### config.mk
export PLATFORM = sky130hd
export DESIGN_NAME = first_fit_aligned_gap_search
export DESIGN_NICKNAME = d
export VERILOG_FILES = /design/src/hw/rtl/ffag_pkg.sv /design/src/hw/rtl/first_fit_aligned_gap_search.sv
export SDC_FILE = /design/constraint.sdc
export NUM_CORES = 1
export LEC_CHECK = 0
export BUFFER_PORTS_ARGS = -buffer_cell sky130_fd_sc_hd__buf_4
export CAP_MARGIN = 20
export CORE_MARGIN = 1.5
export CORE_UTILIZATION = 40
export CTS_CLUSTER_SIZE = 14
export DETAILED_ROUTE_END_ITERATION = 10
export PLACE_DENSITY_LB_ADDON = 0.3
export SYNTH_ARGS = -nofsm -noshare
export SYNTH_HDL_FRONTEND = slang
export SYNTH_SLANG_ARGS = --single-unit
### constraint.sdc
create_clock -name clk_i -period 10.52 [get_ports clk_i]
set_clock_uncertainty 0.05 [all_clocks]
set_input_delay 2.63 -clock clk_i [delete_from_list [all_inputs] [get_ports clk_i]]
set_output_delay 2.63 -clock clk_i [all_outputs]
set_load 0.05 [all_outputs]
### src/hw/rtl/ffag_pkg.sv
// Package with the widths, payload types and gap test for the first-fit gap search.
`timescale 1ns / 1ps

package ffag_pkg;

  localparam int unsigned OffsetBits = 16;
  localparam int unsigned SizeBits   = OffsetBits + 1;
  localparam int unsigned AlignBits  = 4;
  // Round-up arithmetic must hold a previous end plus the widest alignment mask.
  localparam int unsigned CalcBits   =
      ((SizeBits > (1 << AlignBits)) ? SizeBits : (1 << AlignBits)) + 1;
  localparam int unsigned ReachBits  = OffsetBits + 2;

  typedef struct packed {
    logic [SizeBits-1:0]   req_size;
    logic [AlignBits-1:0]  align_log2;
    logic                  region_present;
    logic [OffsetBits-1:0] region_start;
    logic [SizeBits-1:0]   region_extent;
    logic                  last_region;
  } ffag_in_t;

  typedef struct packed {
    logic                  fit_found;
    logic [OffsetBits-1:0] fit_offset;
  } ffag_out_t;

  typedef struct packed {
    logic                  fit;
    logic [OffsetBits-1:0] offset;
  } gap_res_t;

  // Tests whether an aligned request fits in the gap from gap_begin to gap_end.
  function automatic gap_res_t try_gap(logic [SizeBits-1:0]  gap_begin,
                                       logic [SizeBits-1:0]  gap_end,
                                       logic [SizeBits-1:0]  req,
                                       logic [AlignBits-1:0] lg);
    logic [CalcBits-1:0]  amask;
    logic [CalcBits-1:0]  aligned;
    logic [ReachBits-1:0] reach;
    gap_res_t             res;
    amask      = (CalcBits'(1) << lg) - CalcBits'(1);
    aligned    = (CalcBits'(gap_begin) + amask) & ~amask;
    reach      = ReachBits'(aligned[OffsetBits-1:0]) + ReachBits'(req);
    res.fit    = (gap_end >= gap_begin) && (aligned[CalcBits-1:OffsetBits] == '0) &&
                 (reach <= ReachBits'(gap_end));
    res.offset = aligned[OffsetBits-1:0];
    return res;
  endfunction

endpackage

### src/hw/rtl/first_fit_aligned_gap_search.sv
// Top level of the first-fit aligned gap search.
`timescale 1ns / 1ps

// Usage: a search is a stream of input transactions, one per used region in
// ascending address order, each carrying the same request size and alignment.
// The transaction with last_region set, or one with region_present clear, ends
// the search: the block then tests the tail gap up to pool_size and returns one
// output transaction with fit_found and the first fitting aligned fit_offset.
// Other input transactions return nothing.
// An accepted transaction sits in the input register, where the gap tests run,
// and the result of a search is then registered in the output register, from
// which it is offered to the receiver.
// Throughput is one input transaction per cycle unless a search end is stalled;
// the running previous region end is updated in that same cycle, which bounds the rate.
// When the receiver stalls, the output register holds its result; the input
// register keeps accepting items that give no result, and an item that ends a
// search waits there, which then drops in_ready_o.
// pool_size is written through cfg_we_i and cfg_wdata_i; write it only while the block
// is idle, as the block does not enforce this. Values above the pool limit are clamped.
// Reset sets pool_size to the full pool, clears the search state and empties both registers.
module first_fit_aligned_gap_search
  import ffag_pkg::*;
(
  input  logic                clk_i,
  input  logic                rst_ni,
  input  logic                cfg_we_i,
  input  logic [SizeBits-1:0] cfg_wdata_i,
  input  logic                in_valid_i,
  output logic                in_ready_o,
  input  ffag_in_t            in_data_i,
  output logic                out_valid_o,
  input  logic                out_ready_i,
  output ffag_out_t           out_data_o
);

  localparam logic [SizeBits-1:0] PoolLimit = SizeBits'(1) << OffsetBits;

  logic [SizeBits-1:0]   pool_size_q;
  logic                  s1_valid_q;
  ffag_in_t              s1_data_q;
  logic [SizeBits-1:0]   prev_end_q;
  logic                  have_fit_q;
  logic [OffsetBits-1:0] held_offset_q;
  logic                  out_valid_q;
  ffag_out_t             out_data_q;

  logic [SizeBits-1:0]   new_end;
  logic [SizeBits-1:0]   tail_begin;
  gap_res_t              region_gap;
  gap_res_t              tail_gap;
  logic                  fit_before_tail;
  logic [OffsetBits-1:0] offset_before_tail;
  logic                  ends_search;
  logic                  advance;
  ffag_out_t             result;

  assign new_end    = SizeBits'(s1_data_q.region_start) + s1_data_q.region_extent;
  assign region_gap = try_gap(prev_end_q, SizeBits'(s1_data_q.region_start),
                              s1_data_q.req_size, s1_data_q.align_log2);
  assign tail_begin = s1_data_q.region_present ? new_end : prev_end_q;
  assign tail_gap   = try_gap(tail_begin, pool_size_q, s1_data_q.req_size,
                              s1_data_q.align_log2);

  always_comb begin
    fit_before_tail    = have_fit_q;
    offset_before_tail = held_offset_q;
    if (s1_data_q.region_present && !have_fit_q && region_gap.fit) begin
      fit_before_tail    = 1'b1;
      offset_before_tail = region_gap.offset;
    end
    result.fit_found  = fit_before_tail || tail_gap.fit;
    result.fit_offset = fit_before_tail ? offset_before_tail :
                        (tail_gap.fit ? tail_gap.offset : '0);
  end

  assign ends_search = !s1_data_q.region_present || s1_data_q.last_region;
  assign advance     = s1_valid_q && (!ends_search || !out_valid_q || out_ready_i);
  assign in_ready_o  = !s1_valid_q || advance;
  assign out_valid_o = out_valid_q;
  assign out_data_o  = out_data_q;

  always_ff @(posedge clk_i or negedge rst_ni) begin
    if (!rst_ni) begin
      pool_size_q <= PoolLimit;
    end else if (cfg_we_i) begin
      pool_size_q <= cfg_wdata_i[OffsetBits] ? PoolLimit : cfg_wdata_i;
    end
  end

  always_ff @(posedge clk_i or negedge rst_ni) begin
    if (!rst_ni) begin
      s1_valid_q <= 1'b0;
    end else if (in_ready_o) begin
      s1_valid_q <= in_valid_i;
    end
  end

  always_ff @(posedge clk_i) begin
    if (in_valid_i && in_ready_o) begin
      s1_data_q <= in_data_i;
    end
  end

  always_ff @(posedge clk_i or negedge rst_ni) begin
    if (!rst_ni) begin
      prev_end_q    <= '0;
      have_fit_q    <= 1'b0;
      held_offset_q <= '0;
    end else if (advance) begin
      if (ends_search) begin
        prev_end_q    <= '0;
        have_fit_q    <= 1'b0;
        held_offset_q <= '0;
      end else begin
        prev_end_q    <= new_end;
        have_fit_q    <= fit_before_tail;
        held_offset_q <= offset_before_tail;
      end
    end
  end

  always_ff @(posedge clk_i or negedge rst_ni) begin
    if (!rst_ni) begin
      out_valid_q <= 1'b0;
    end else if (advance && ends_search) begin
      out_valid_q <= 1'b1;
    end else if (out_ready_i) begin
      out_valid_q <= 1'b0;
    end
  end

  always_ff @(posedge clk_i) begin
    if (advance && ends_search) begin
      out_data_q <= result;
    end
  end

endmodule

==> impl_metrics.env, run 1 <==
export IMPL_io_pins=97
export IMPL_fin_cells=1575
export IMPL_finalCritPeriodShare_pct=88.2
export IMPL_fin_setup_tns_ps=0
export IMPL_drc_errors=0
export IMPL_synth_top_area_share_pct=20.6
export IMPL_coreArea_sq_um=26100
export IMPL_seq_area_sq_um=3520
export IMPL_hold_class="reg -> reg"
export IMPL_holdPathStages=1
export IMPL_cts_resized=0
export IMPL_worstHoldStart="held_offset_q[8]$_DFFE_PN0P_"
export IMPL_clk_latency_ps=430
export IMPL_setup_viol=0
export IMPL_dp_slack_ps=1570
export IMPL_via_count=8986
export IMPL_drv_cap=0
export IMPL_ys_flop_type="edfxtp_1"
export IMPL_ys_warn_count=0
export IMPL_required_ps=10780
export IMPL_rr_endpoint="held_offset_q[12]$_DFFE_PN0P_"
export IMPL_synth_edf_count=73
export IMPL_grt_overflow_total=0
export IMPL_min_period_ps=9270
export IMPL_ir_drop_v=0.000126
export IMPL_final_max_slew_violation_count=0
export IMPL_rows=59
export IMPL_synth_top_cell_by_area="edfxtp_1"
export IMPL_clkSinkCount=126
export IMPL_path_max_fanout=20
export IMPL_hold_ws_ps=457
export IMPL_die_h_um=166
export IMPL_nets=1459
export IMPL_max_slew_margin_pct=29.1
export IMPL_htree_levels=4
export IMPL_vias_per_cell=5.71
export IMPL_arrival_ps=9540
export IMPL_hold_viol=0
export IMPL_dieWidth_um=166
export IMPL_drt_antenna_violating_nets=0
export IMPL_first_pass_iters=5
export IMPL_rrSetupSlack_ps=1250
export IMPL_worst_slew_pin_slew_ps=1060
export IMPL_synth_area_sq_um=10600
export IMPL_root_buffer="clkbuf_16"
export IMPL_drive_gt1_share_pct=13.8
export IMPL_cts_tree="built"
export IMPL_globalRouteTotalUtil_pct=21.7
export IMPL_start_util_pct=40.8
export IMPL_dp_cells=1543
export IMPL_crit_type="reg -> reg"
export IMPL_startpoint_type="flop"
export IMPL_max_stage_delay_ps=660
export IMPL_yosysSeqAreaShare_pct=33.1
export IMPL_syn_to_final_growth_pct=15.6
export IMPL_cpMaxStageDelayCell="o21ai_0"
export IMPL_fmax_ghz=0.108
export IMPL_drt_iter0_markers=744
export IMPL_grt_pass1_wl_um=46600
export IMPL_cts_buffers=17
export IMPL_grt_pass1_vias=8850
export IMPL_post_cts_buffers=0
export IMPL_grt_max_degree=57
export IMPL_clkTransAtPathRegs_ps=60
export IMPL_place_hpwl_um=22700
export IMPL_diodes=0
export IMPL_multi_input_area_sq_um=6600
export IMPL_outcome="finished, final reports clean"
export IMPL_async_flop_share_pct=42.1
export IMPL_place_gp_congestion=0.896
export IMPL_fin_ws_ps=1250
export IMPL_dieArea_sq_um=27600
export IMPL_power_w=0.00230
export IMPL_ys_top_cells_by_area="edfxtp_1 21%, ha_1 18%, dfrtp_1 12%"
export IMPL_power_density_cell_area_nw_per_um2=188
export IMPL_p_leak_nw=5.57
export IMPL_cts_hold_buf=0
export IMPL_antenna_found_initial=0
export IMPL_r2r_start="s1_data_q[37]$_DFFE_PP_"
export IMPL_rsz0062_at_grt="no"
export IMPL_ys_ff_latch=126
export IMPL_synth_distinct_cells=73
export IMPL_rr_worst_depth=31
export IMPL_end_kind="flop"
export IMPL_clock_path_buffers=2
export IMPL_hold_end="held_offset_q[8]$_DFFE_PN0P_"
export IMPL_syn_inst=1135
export IMPL_postSynthAreaPerCell_sq_um=9.36
export IMPL_fillers=2461
export IMPL_wl_per_cell_um=18.7
export IMPL_numPortBuffers=96
export IMPL_finalWirelength_um=29400
## worst max-delay path: cells and delay by family, from the launching register on
family / cells / cell delay, ps
buf+inv: 2 / 440
simple gates: 8 / 2050
fa+ha+maj: 4 / 1310
compound gates: 16 / 4540
flops: 1 / 610
xor+xnor: 1 / 160
## report_power, final
group	total [W]	internal [W]	switching (W)
Clock	0.000615	0.000384	0.000231
Sequential	0.000615	0.000573	0.0000418
Combinational	0.00107	0.000442	0.000633
Total	0.00230	0.00140	0.000906
## stage by stage
step | utilization [%] | instance area (sq um)
6_report | 47.1 | 12300
5_1_grt | 47.1 | 12300
4_1_cts | 47.1 | 12300
3_5_place_dp | 44.8 | 11700
3_3_place_gp | 44.8 | 11700
2_1_floorplan | - | 10600
## sequential cells by signal, summed over array words and instances (netlist names)
register	count
s1_valid_q	1
prev_end_q	17
have_fit_q	1
out_data_o	17
pool_size_q	17
out_valid_o	1
s1_data_q	56
held_offset_q	16
## placed cells by master, fill, tap and decap left out, drive strengths merged, types with 5 or more instances in the layout
| cell type | synthesis | layout |
|---|---|---|
| ha | 149 | 149 |
| buf | 10 | 105 |
| inv | 96 | 96 |
| nor2 | 83 | 83 |
| o21ai | 78 | 78 |
| a21oi | 75 | 75 |
| nand2 | 74 | 74 |
| edfxtp | 73 | 73 |
| dfrtp | 52 | 52 |
| xnor2 | 39 | 39 |
| a21o | 34 | 34 |
| a22o | 32 | 32 |
| nor3 | 26 | 26 |
| mux2 | 23 | 23 |
| a211oi | 21 | 21 |
| clkbuf | 23 | 21 |
| nand3b | 20 | 20 |
| xor2 | 19 | 19 |
| nand3 | 17 | 17 |
| o21a | 15 | 15 |
| nand4 | 14 | 14 |
| o31ai | 14 | 14 |
| nor2b | 13 | 13 |
| nand2b | 12 | 12 |
| o41ai | 12 | 12 |
| or3 | 10 | 10 |
| a31oi | 9 | 9 |
| mux2i | 8 | 8 |
| o21bai | 7 | 7 |
| a21boi | 6 | 6 |
| and2 | 6 | 6 |
| a211o | 5 | 5 |
| fa | 5 | 5 |
## Yosys cell counts, types with 6 or more instances
cell type    n
nand2b_1    12
nor2b_1     13
or3_1        9
xor2_1      19
o21bai_1     7
o21ai_0     78
nand4_1     14
dfrtp_1     52
inv_1       96
o31ai_1     14
ha_1       149
a22o_1      32
o41ai_1     10
nor2_1      82
nor3_1      25
xnor2_1     39
clkbuf_1    23
a21o_1      34
a31oi_1      9
a21boi_0     6
mux2i_1      8
edfxtp_1    73
a21oi_1     75
nand3b_1    20
nand2_1     74
nand3_1     17
o21a_1      15
mux2_2      22
a211oi_1    21
## metal layers
| metal | up-vias | routed length, um | track usage (%) |
|---|---|---|---|
| li1 | 4401 | - | - |
| met1 | 4246 | 13900 | 30.0 |
| met2 | 294 | 13100 | 34.0 |
| met3 | 45 | 1860 | 3.84 |
| met4 | 0 | 657 | 7.48 |
| met5 | - | 0 | 0 |
## final cells by class
cell class                 count  area share [%]
clock buffer                  21            3.75
clock inverter                11            1.16
inverter                      96            2.93
multi-input combinational    881            53.7
sequential                   126            28.6
tap                          335            3.41
timing repair buffer         105            6.42
## cells by family after synthesis
group	after synthesis	synth area share (%)
DFF	126	33.1
other	1	0.0353
xor gates and xnor gates	58	4.78
buffers and inverters	129	4.90
and+or+nand+nor	295	13.9
adders and majority gates	154	18.5
AOI/OAI and AO/OA	341	21.6
muxes	31	3.19
## worst max path at each step
stage	depth (start not counted)	slack (ps)	endpoint	startpoint
after floorplan	32	3250	out_data_o[12]$_DFFE_PP_	s1_data_q[37]$_DFFE_PP_
after global placement	31	1740	held_offset_q[15]$_DFFE_PN0P_	s1_data_q[37]$_DFFE_PP_
after detailed placement	31	1570	held_offset_q[12]$_DFFE_PN0P_	s1_data_q[37]$_DFFE_PP_
after CTS	31	1460	held_offset_q[12]$_DFFE_PN0P_	s1_data_q[37]$_DFFE_PP_
after global routing	32	720	held_offset_q[12]$_DFFE_PN0P_	s1_data_q[37]$_DFFE_PP_
final	31	1250	held_offset_q[12]$_DFFE_PN0P_	s1_data_q[37]$_DFFE_PP_
No activity file was read; power rests on OpenSTA's default activity.
==> run 2, diff against run 1 <==
GPL_ROUTABILITY_DRIVEN = 0   (was not set)
PLACE_DENSITY = 0.67   (was not set)
PLACE_DENSITY_LB_ADDON = not set   (was 0.3)
==> impl_metrics.env, run 2 (synthesis results as in run 1) <==
export IMPL_finalCritPeriodShare_pct=86.8
export IMPL_clkTransAtPathRegs_ps=60
export IMPL_fmax_ghz=0.110
export IMPL_rsz0062_at_grt="no"
export IMPL_syn_to_final_growth_pct=16.2
export IMPL_antenna_found_initial=0
export IMPL_drv_cap=0
export IMPL_clk_latency_ps=430
export IMPL_clock_path_buffers=2
export IMPL_numPortBuffers=96
export IMPL_highest_layer="met4"
export IMPL_worst_slew_pin_slew_ps=854
export IMPL_cts_buffers=17
export IMPL_wl_met1_um=13700
export IMPL_largest_reg_flops=56
export IMPL_cts_hold_buf=0
export IMPL_wl_per_cell_um=18.5
export IMPL_final_cell_mix="149 x ha_1, 105 x buf_4, 96 x inv_1, 82 x nor2_1, 77 x o21ai_0"
export IMPL_fin_ws_ps=1390
export IMPL_globalRouteTotalUtil_pct=21.4
export IMPL_arrival_ps=9390
export IMPL_root_buffer="clkbuf_16"
export IMPL_finalWirelength_um=29200
export IMPL_drt_iter0_markers=874
export IMPL_rows=59
export IMPL_cts_tree="built"
export IMPL_final_common_cell="ha_1"
export IMPL_crit_type="reg -> reg"
export IMPL_dieWidth_um=166
export IMPL_fin_setup_tns_ps=0
export IMPL_regMostFlops="s1_data_q"
export IMPL_via_count=9025
export IMPL_diodes=0
export IMPL_required_ps=10790
export IMPL_path_max_fanout=20
export IMPL_grt_overflow_total=0
export IMPL_power_density_cell_area_nw_per_um2=192
export IMPL_drt_antenna_violating_nets=0
export IMPL_startpoint_type="flop"
export IMPL_cpMaxStageDelayCell="edfxtp_1"
export IMPL_wl_met3_um=1920
export IMPL_wl_met2_um=13100
export IMPL_grt_pass1_wl_um=46000
export IMPL_hold_viol=0
export IMPL_power_w=0.00237
export IMPL_final_max_slew_violation_count=0
export IMPL_cts_resized=0
export IMPL_io_pins=97
export IMPL_drive_gt1_share_pct=14.0
export IMPL_dieArea_sq_um=27600
export IMPL_max_slew_margin_pct=42.3
export IMPL_grt_max_degree=57
export IMPL_setup_viol=0
export IMPL_drc_errors=0
export IMPL_dp_slack_ps=1590
export IMPL_min_period_ps=9130
export IMPL_nets=1459
export IMPL_ir_drop_v=0.000117
export IMPL_end_kind="flop"
export IMPL_coreArea_sq_um=26100
export IMPL_max_stage_delay_ps=640
export IMPL_outcome="finished, final reports clean"
export IMPL_p_leak_nw=5.61
export IMPL_fillers=2468
export IMPL_vias_per_cell=5.73
export IMPL_grt_pass1_vias=8730
export IMPL_place_hpwl_um=22300
export IMPL_start_util_pct=40.8
export IMPL_first_pass_iters=5
export IMPL_clkSinkCount=126
export IMPL_htree_levels=4
export IMPL_die_h_um=166
export IMPL_hold_class="reg -> reg"
export IMPL_post_cts_buffers=0
-- run 2: power by group --
part	total [W]	internal, W	switching [W]	leakage [nW]
logic	0.00107	0.000444	0.000629	3.87
clock network	0.000678	0.000425	0.000253	0.323
registers	0.000615	0.000573	0.0000418	1.42
total	0.00237	0.00144	0.000924	5.61
-- run 2: final timing paths --
kind / start / to / slack [ps] / cells after the start
min in group asynchronous: rst_ni / held_offset_q[2]$_DFFE_PN0P_ / 2230 / 1
max: s1_data_q[37]$_DFFE_PP_ / held_offset_q[7]$_DFFE_PN0P_ / 1390 / 32
min reg2reg: held_offset_q[2]$_DFFE_PN0P_ / held_offset_q[2]$_DFFE_PN0P_ / 460 / 1
max reg2reg: s1_data_q[37]$_DFFE_PP_ / held_offset_q[7]$_DFFE_PN0P_ / 1390 / 32
min: held_offset_q[2]$_DFFE_PN0P_ / held_offset_q[2]$_DFFE_PN0P_ / 460 / 1
max in group asynchronous: rst_ni / prev_end_q[7]$_DFFE_PN0P_ / 7660 / 1
-- run 2: layer usage --
metal | track usage [%] | vias to the layer above
met5 | 0 | -
met4 | 5.88 | 0
met3 | 3.22 | 42
met2 | 34.4 | 292
met1 | 30.0 | 4295
li1 | - | 4396
-- run 2: area by class of cell --
class | count | area, sq um | area share [%]
well taps | 335 | 419 | 3.40
clock buffers | 17 | 425 | 3.45
flip-flops and latches | 126 | 3520 | 28.5
repair buffers | 105 | 788 | 6.38
inverters | 96 | 360 | 2.92
clock inverters | 15 | 234 | 1.90
multi-input cells | 881 | 6600 | 53.5
-- run 2: critical path, delay by kind of cell, from the launching register on --
kind                       cells  cell delay (ps)
DFF                            1              640
buffers and inverters          2              420
xor gates and xnor gates       1              170
adders and majority gates      4             1460
AOI/OAI and AO/OA             17             4190
and+or+nand+nor                8             2030
-- run 2: per-stage QoR --
stage | hold slack, ps | cells | instance area [sq um] | utilization, %
2_1_floorplan | 423 | 1136 | 10600 | -
5_1_grt | 476 | 1575 | 12300 | 47.4
3_5_place_dp | 446 | 1543 | 11700 | 44.8
4_1_cts | 461 | 1575 | 12300 | 47.4
3_3_place_gp | 438 | 1543 | 11700 | 44.8
6_report | 458 | 1575 | 12300 | 47.4
==> run 3, diff against run 2 <==
PLACE_DENSITY = 0.66   (was 0.67)
==> impl_metrics.env, run 3 (synthesis results as in run 1) <==
export IMPL_die_h_um=166
export IMPL_vias_per_cell=5.70
export IMPL_r2r_start="s1_data_q[37]$_DFFE_PP_"
export IMPL_fin_cells=1576
export IMPL_rr_worst_depth=32
export IMPL_coreArea_sq_um=26100
export IMPL_clkSinkCount=126
export IMPL_worst_slew_pin_slew_ps=883
export IMPL_rr_endpoint="held_offset_q[0]$_DFFE_PN0P_"
export IMPL_dp_slack_ps=1740
export IMPL_largest_reg_flops=56
export IMPL_regMostFlops="s1_data_q"
export IMPL_diodes=0
export IMPL_power_w=0.00230
export IMPL_grt_max_degree=57
export IMPL_cts_buffers=17
export IMPL_drive_gt1_share_pct=14.0
export IMPL_syn_to_final_growth_pct=15.7
export IMPL_hold_viol=0
export IMPL_required_ps=10790
export IMPL_grt_pass1_vias=8679
export IMPL_globalRouteTotalUtil_pct=21.5
export IMPL_clock_path_buffers=2
export IMPL_setup_viol=0
export IMPL_htree_levels=4
export IMPL_first_pass_iters=5
export IMPL_via_count=8984
export IMPL_drt_antenna_violating_nets=0
export IMPL_final_common_cell="ha_1"
export IMPL_antenna_found_initial=0
export IMPL_wl_per_cell_um=18.5
export IMPL_power_density_cell_area_nw_per_um2=187
export IMPL_hold_end="held_offset_q[12]$_DFFE_PN0P_"
export IMPL_fin_setup_tns_ps=0
export IMPL_drc_errors=0
export IMPL_fmax_ghz=0.111
export IMPL_max_slew_margin_pct=40.3
export IMPL_root_buffer="clkbuf_16"
export IMPL_drv_cap=0
export IMPL_cpMaxStageDelayCell="edfxtp_1"
export IMPL_grt_pass1_wl_um=46100
export IMPL_min_period_ps=8980
export IMPL_place_hpwl_um=22400
export IMPL_final_max_slew_violation_count=0
export IMPL_wl_met3_um=1970
export IMPL_dp_cells=1544
export IMPL_rows=59
export IMPL_arrival_ps=9250
export IMPL_multi_input_area_sq_um=6600
export IMPL_worstHoldStart="held_offset_q[12]$_DFFE_PN0P_"
export IMPL_numPortBuffers=96
export IMPL_hold_class="reg -> reg"
export IMPL_start_util_pct=40.8
export IMPL_startpoint_type="flop"
export IMPL_outcome="finished, final reports clean"
export IMPL_fin_ws_ps=1540
export IMPL_drt_iter0_markers=723
export IMPL_grt_overflow_total=0
export IMPL_final_cell_mix="149 x ha_1, 106 x buf_4, 96 x inv_1, 82 x nor2_1, 77 x o21ai_0"
export IMPL_wl_met2_um=12900
export IMPL_nets=1460
export IMPL_p_leak_nw=5.58
export IMPL_rrSetupSlack_ps=1540
export IMPL_clkTransAtPathRegs_ps=70
export IMPL_finish_utilization_pct=47.2
export IMPL_end_kind="flop"
export IMPL_crit_type="reg -> reg"
export IMPL_clk_latency_ps=430
export IMPL_cts_tree="built"
export IMPL_cts_resized=0
export IMPL_post_cts_buffers=0
export IMPL_holdPathStages=1
export IMPL_rsz0062_at_grt="no"
export IMPL_max_stage_delay_ps=620
export IMPL_io_pins=97
export IMPL_finalWirelength_um=29200
export IMPL_wl_met1_um=13700
export IMPL_seq_area_sq_um=3520
export IMPL_dieWidth_um=166
export IMPL_fillers=2448
export IMPL_finalCritPeriodShare_pct=85.4
export IMPL_ir_drop_v=0.000134
export IMPL_dieArea_sq_um=27600
export IMPL_path_max_fanout=20
export IMPL_highest_layer="met4"
export IMPL_cts_hold_buf=0
[run 3: worst max path at each step]
stage / startpoint / endpoint / depth (start not counted)
after CTS: s1_data_q[37]$_DFFE_PP_ / held_offset_q[0]$_DFFE_PN0P_ / 32
after detailed placement: s1_data_q[37]$_DFFE_PP_ / held_offset_q[0]$_DFFE_PN0P_ / 32
after global routing: s1_data_q[37]$_DFFE_PP_ / held_offset_q[0]$_DFFE_PN0P_ / 32
after global placement: s1_data_q[37]$_DFFE_PP_ / held_offset_q[7]$_DFFE_PN0P_ / 32
final: s1_data_q[37]$_DFFE_PP_ / held_offset_q[0]$_DFFE_PN0P_ / 32
after floorplan: s1_data_q[37]$_DFFE_PP_ / out_data_o[12]$_DFFE_PP_ / 32
[run 3: final cells by class]
type | instances | share of cell area [%]
clock buffer | 18 | 3.49
clock inverter | 14 | 1.38
inverter | 96 | 2.93
multi-input combinational | 881 | 53.7
sequential | 126 | 28.6
tap | 335 | 3.41
timing repair buffer | 106 | 6.47
[run 3: where the power goes]
group | switching [W] | internal [W] | leakage [nW]
Combinational | 0.000633 | 0.000444 | 3.88
Clock | 0.000241 | 0.000372 | 0.282
Sequential | 0.0000421 | 0.000573 | 1.42
[run 3: stage by stage]
stage	cell area, sq um	hold WS, ps
2_1_floorplan	10600	423
3_3_place_gp	11700	439
3_5_place_dp	11700	442
4_1_cts	12300	460
5_1_grt	12300	470
6_report	12300	458
[run 3: per-layer routing]
metal  global-route usage, %  up-vias
li1                        -     4397
met1                    29.7     4241
met2                    34.0      306
met3                    3.98       40
met4                    6.46        0
met5                       0        -
[run 3: critical path: cells and delay by family (launching register included)]
kind                       cells  cell delay, ps
AOI/OAI and AO/OA             17            4210
and+or+nand+nor                8            1950
adders and majority gates      4            1430
DFF                            1             620
buffers and inverters          2             420
xor gates and xnor gates       1             150
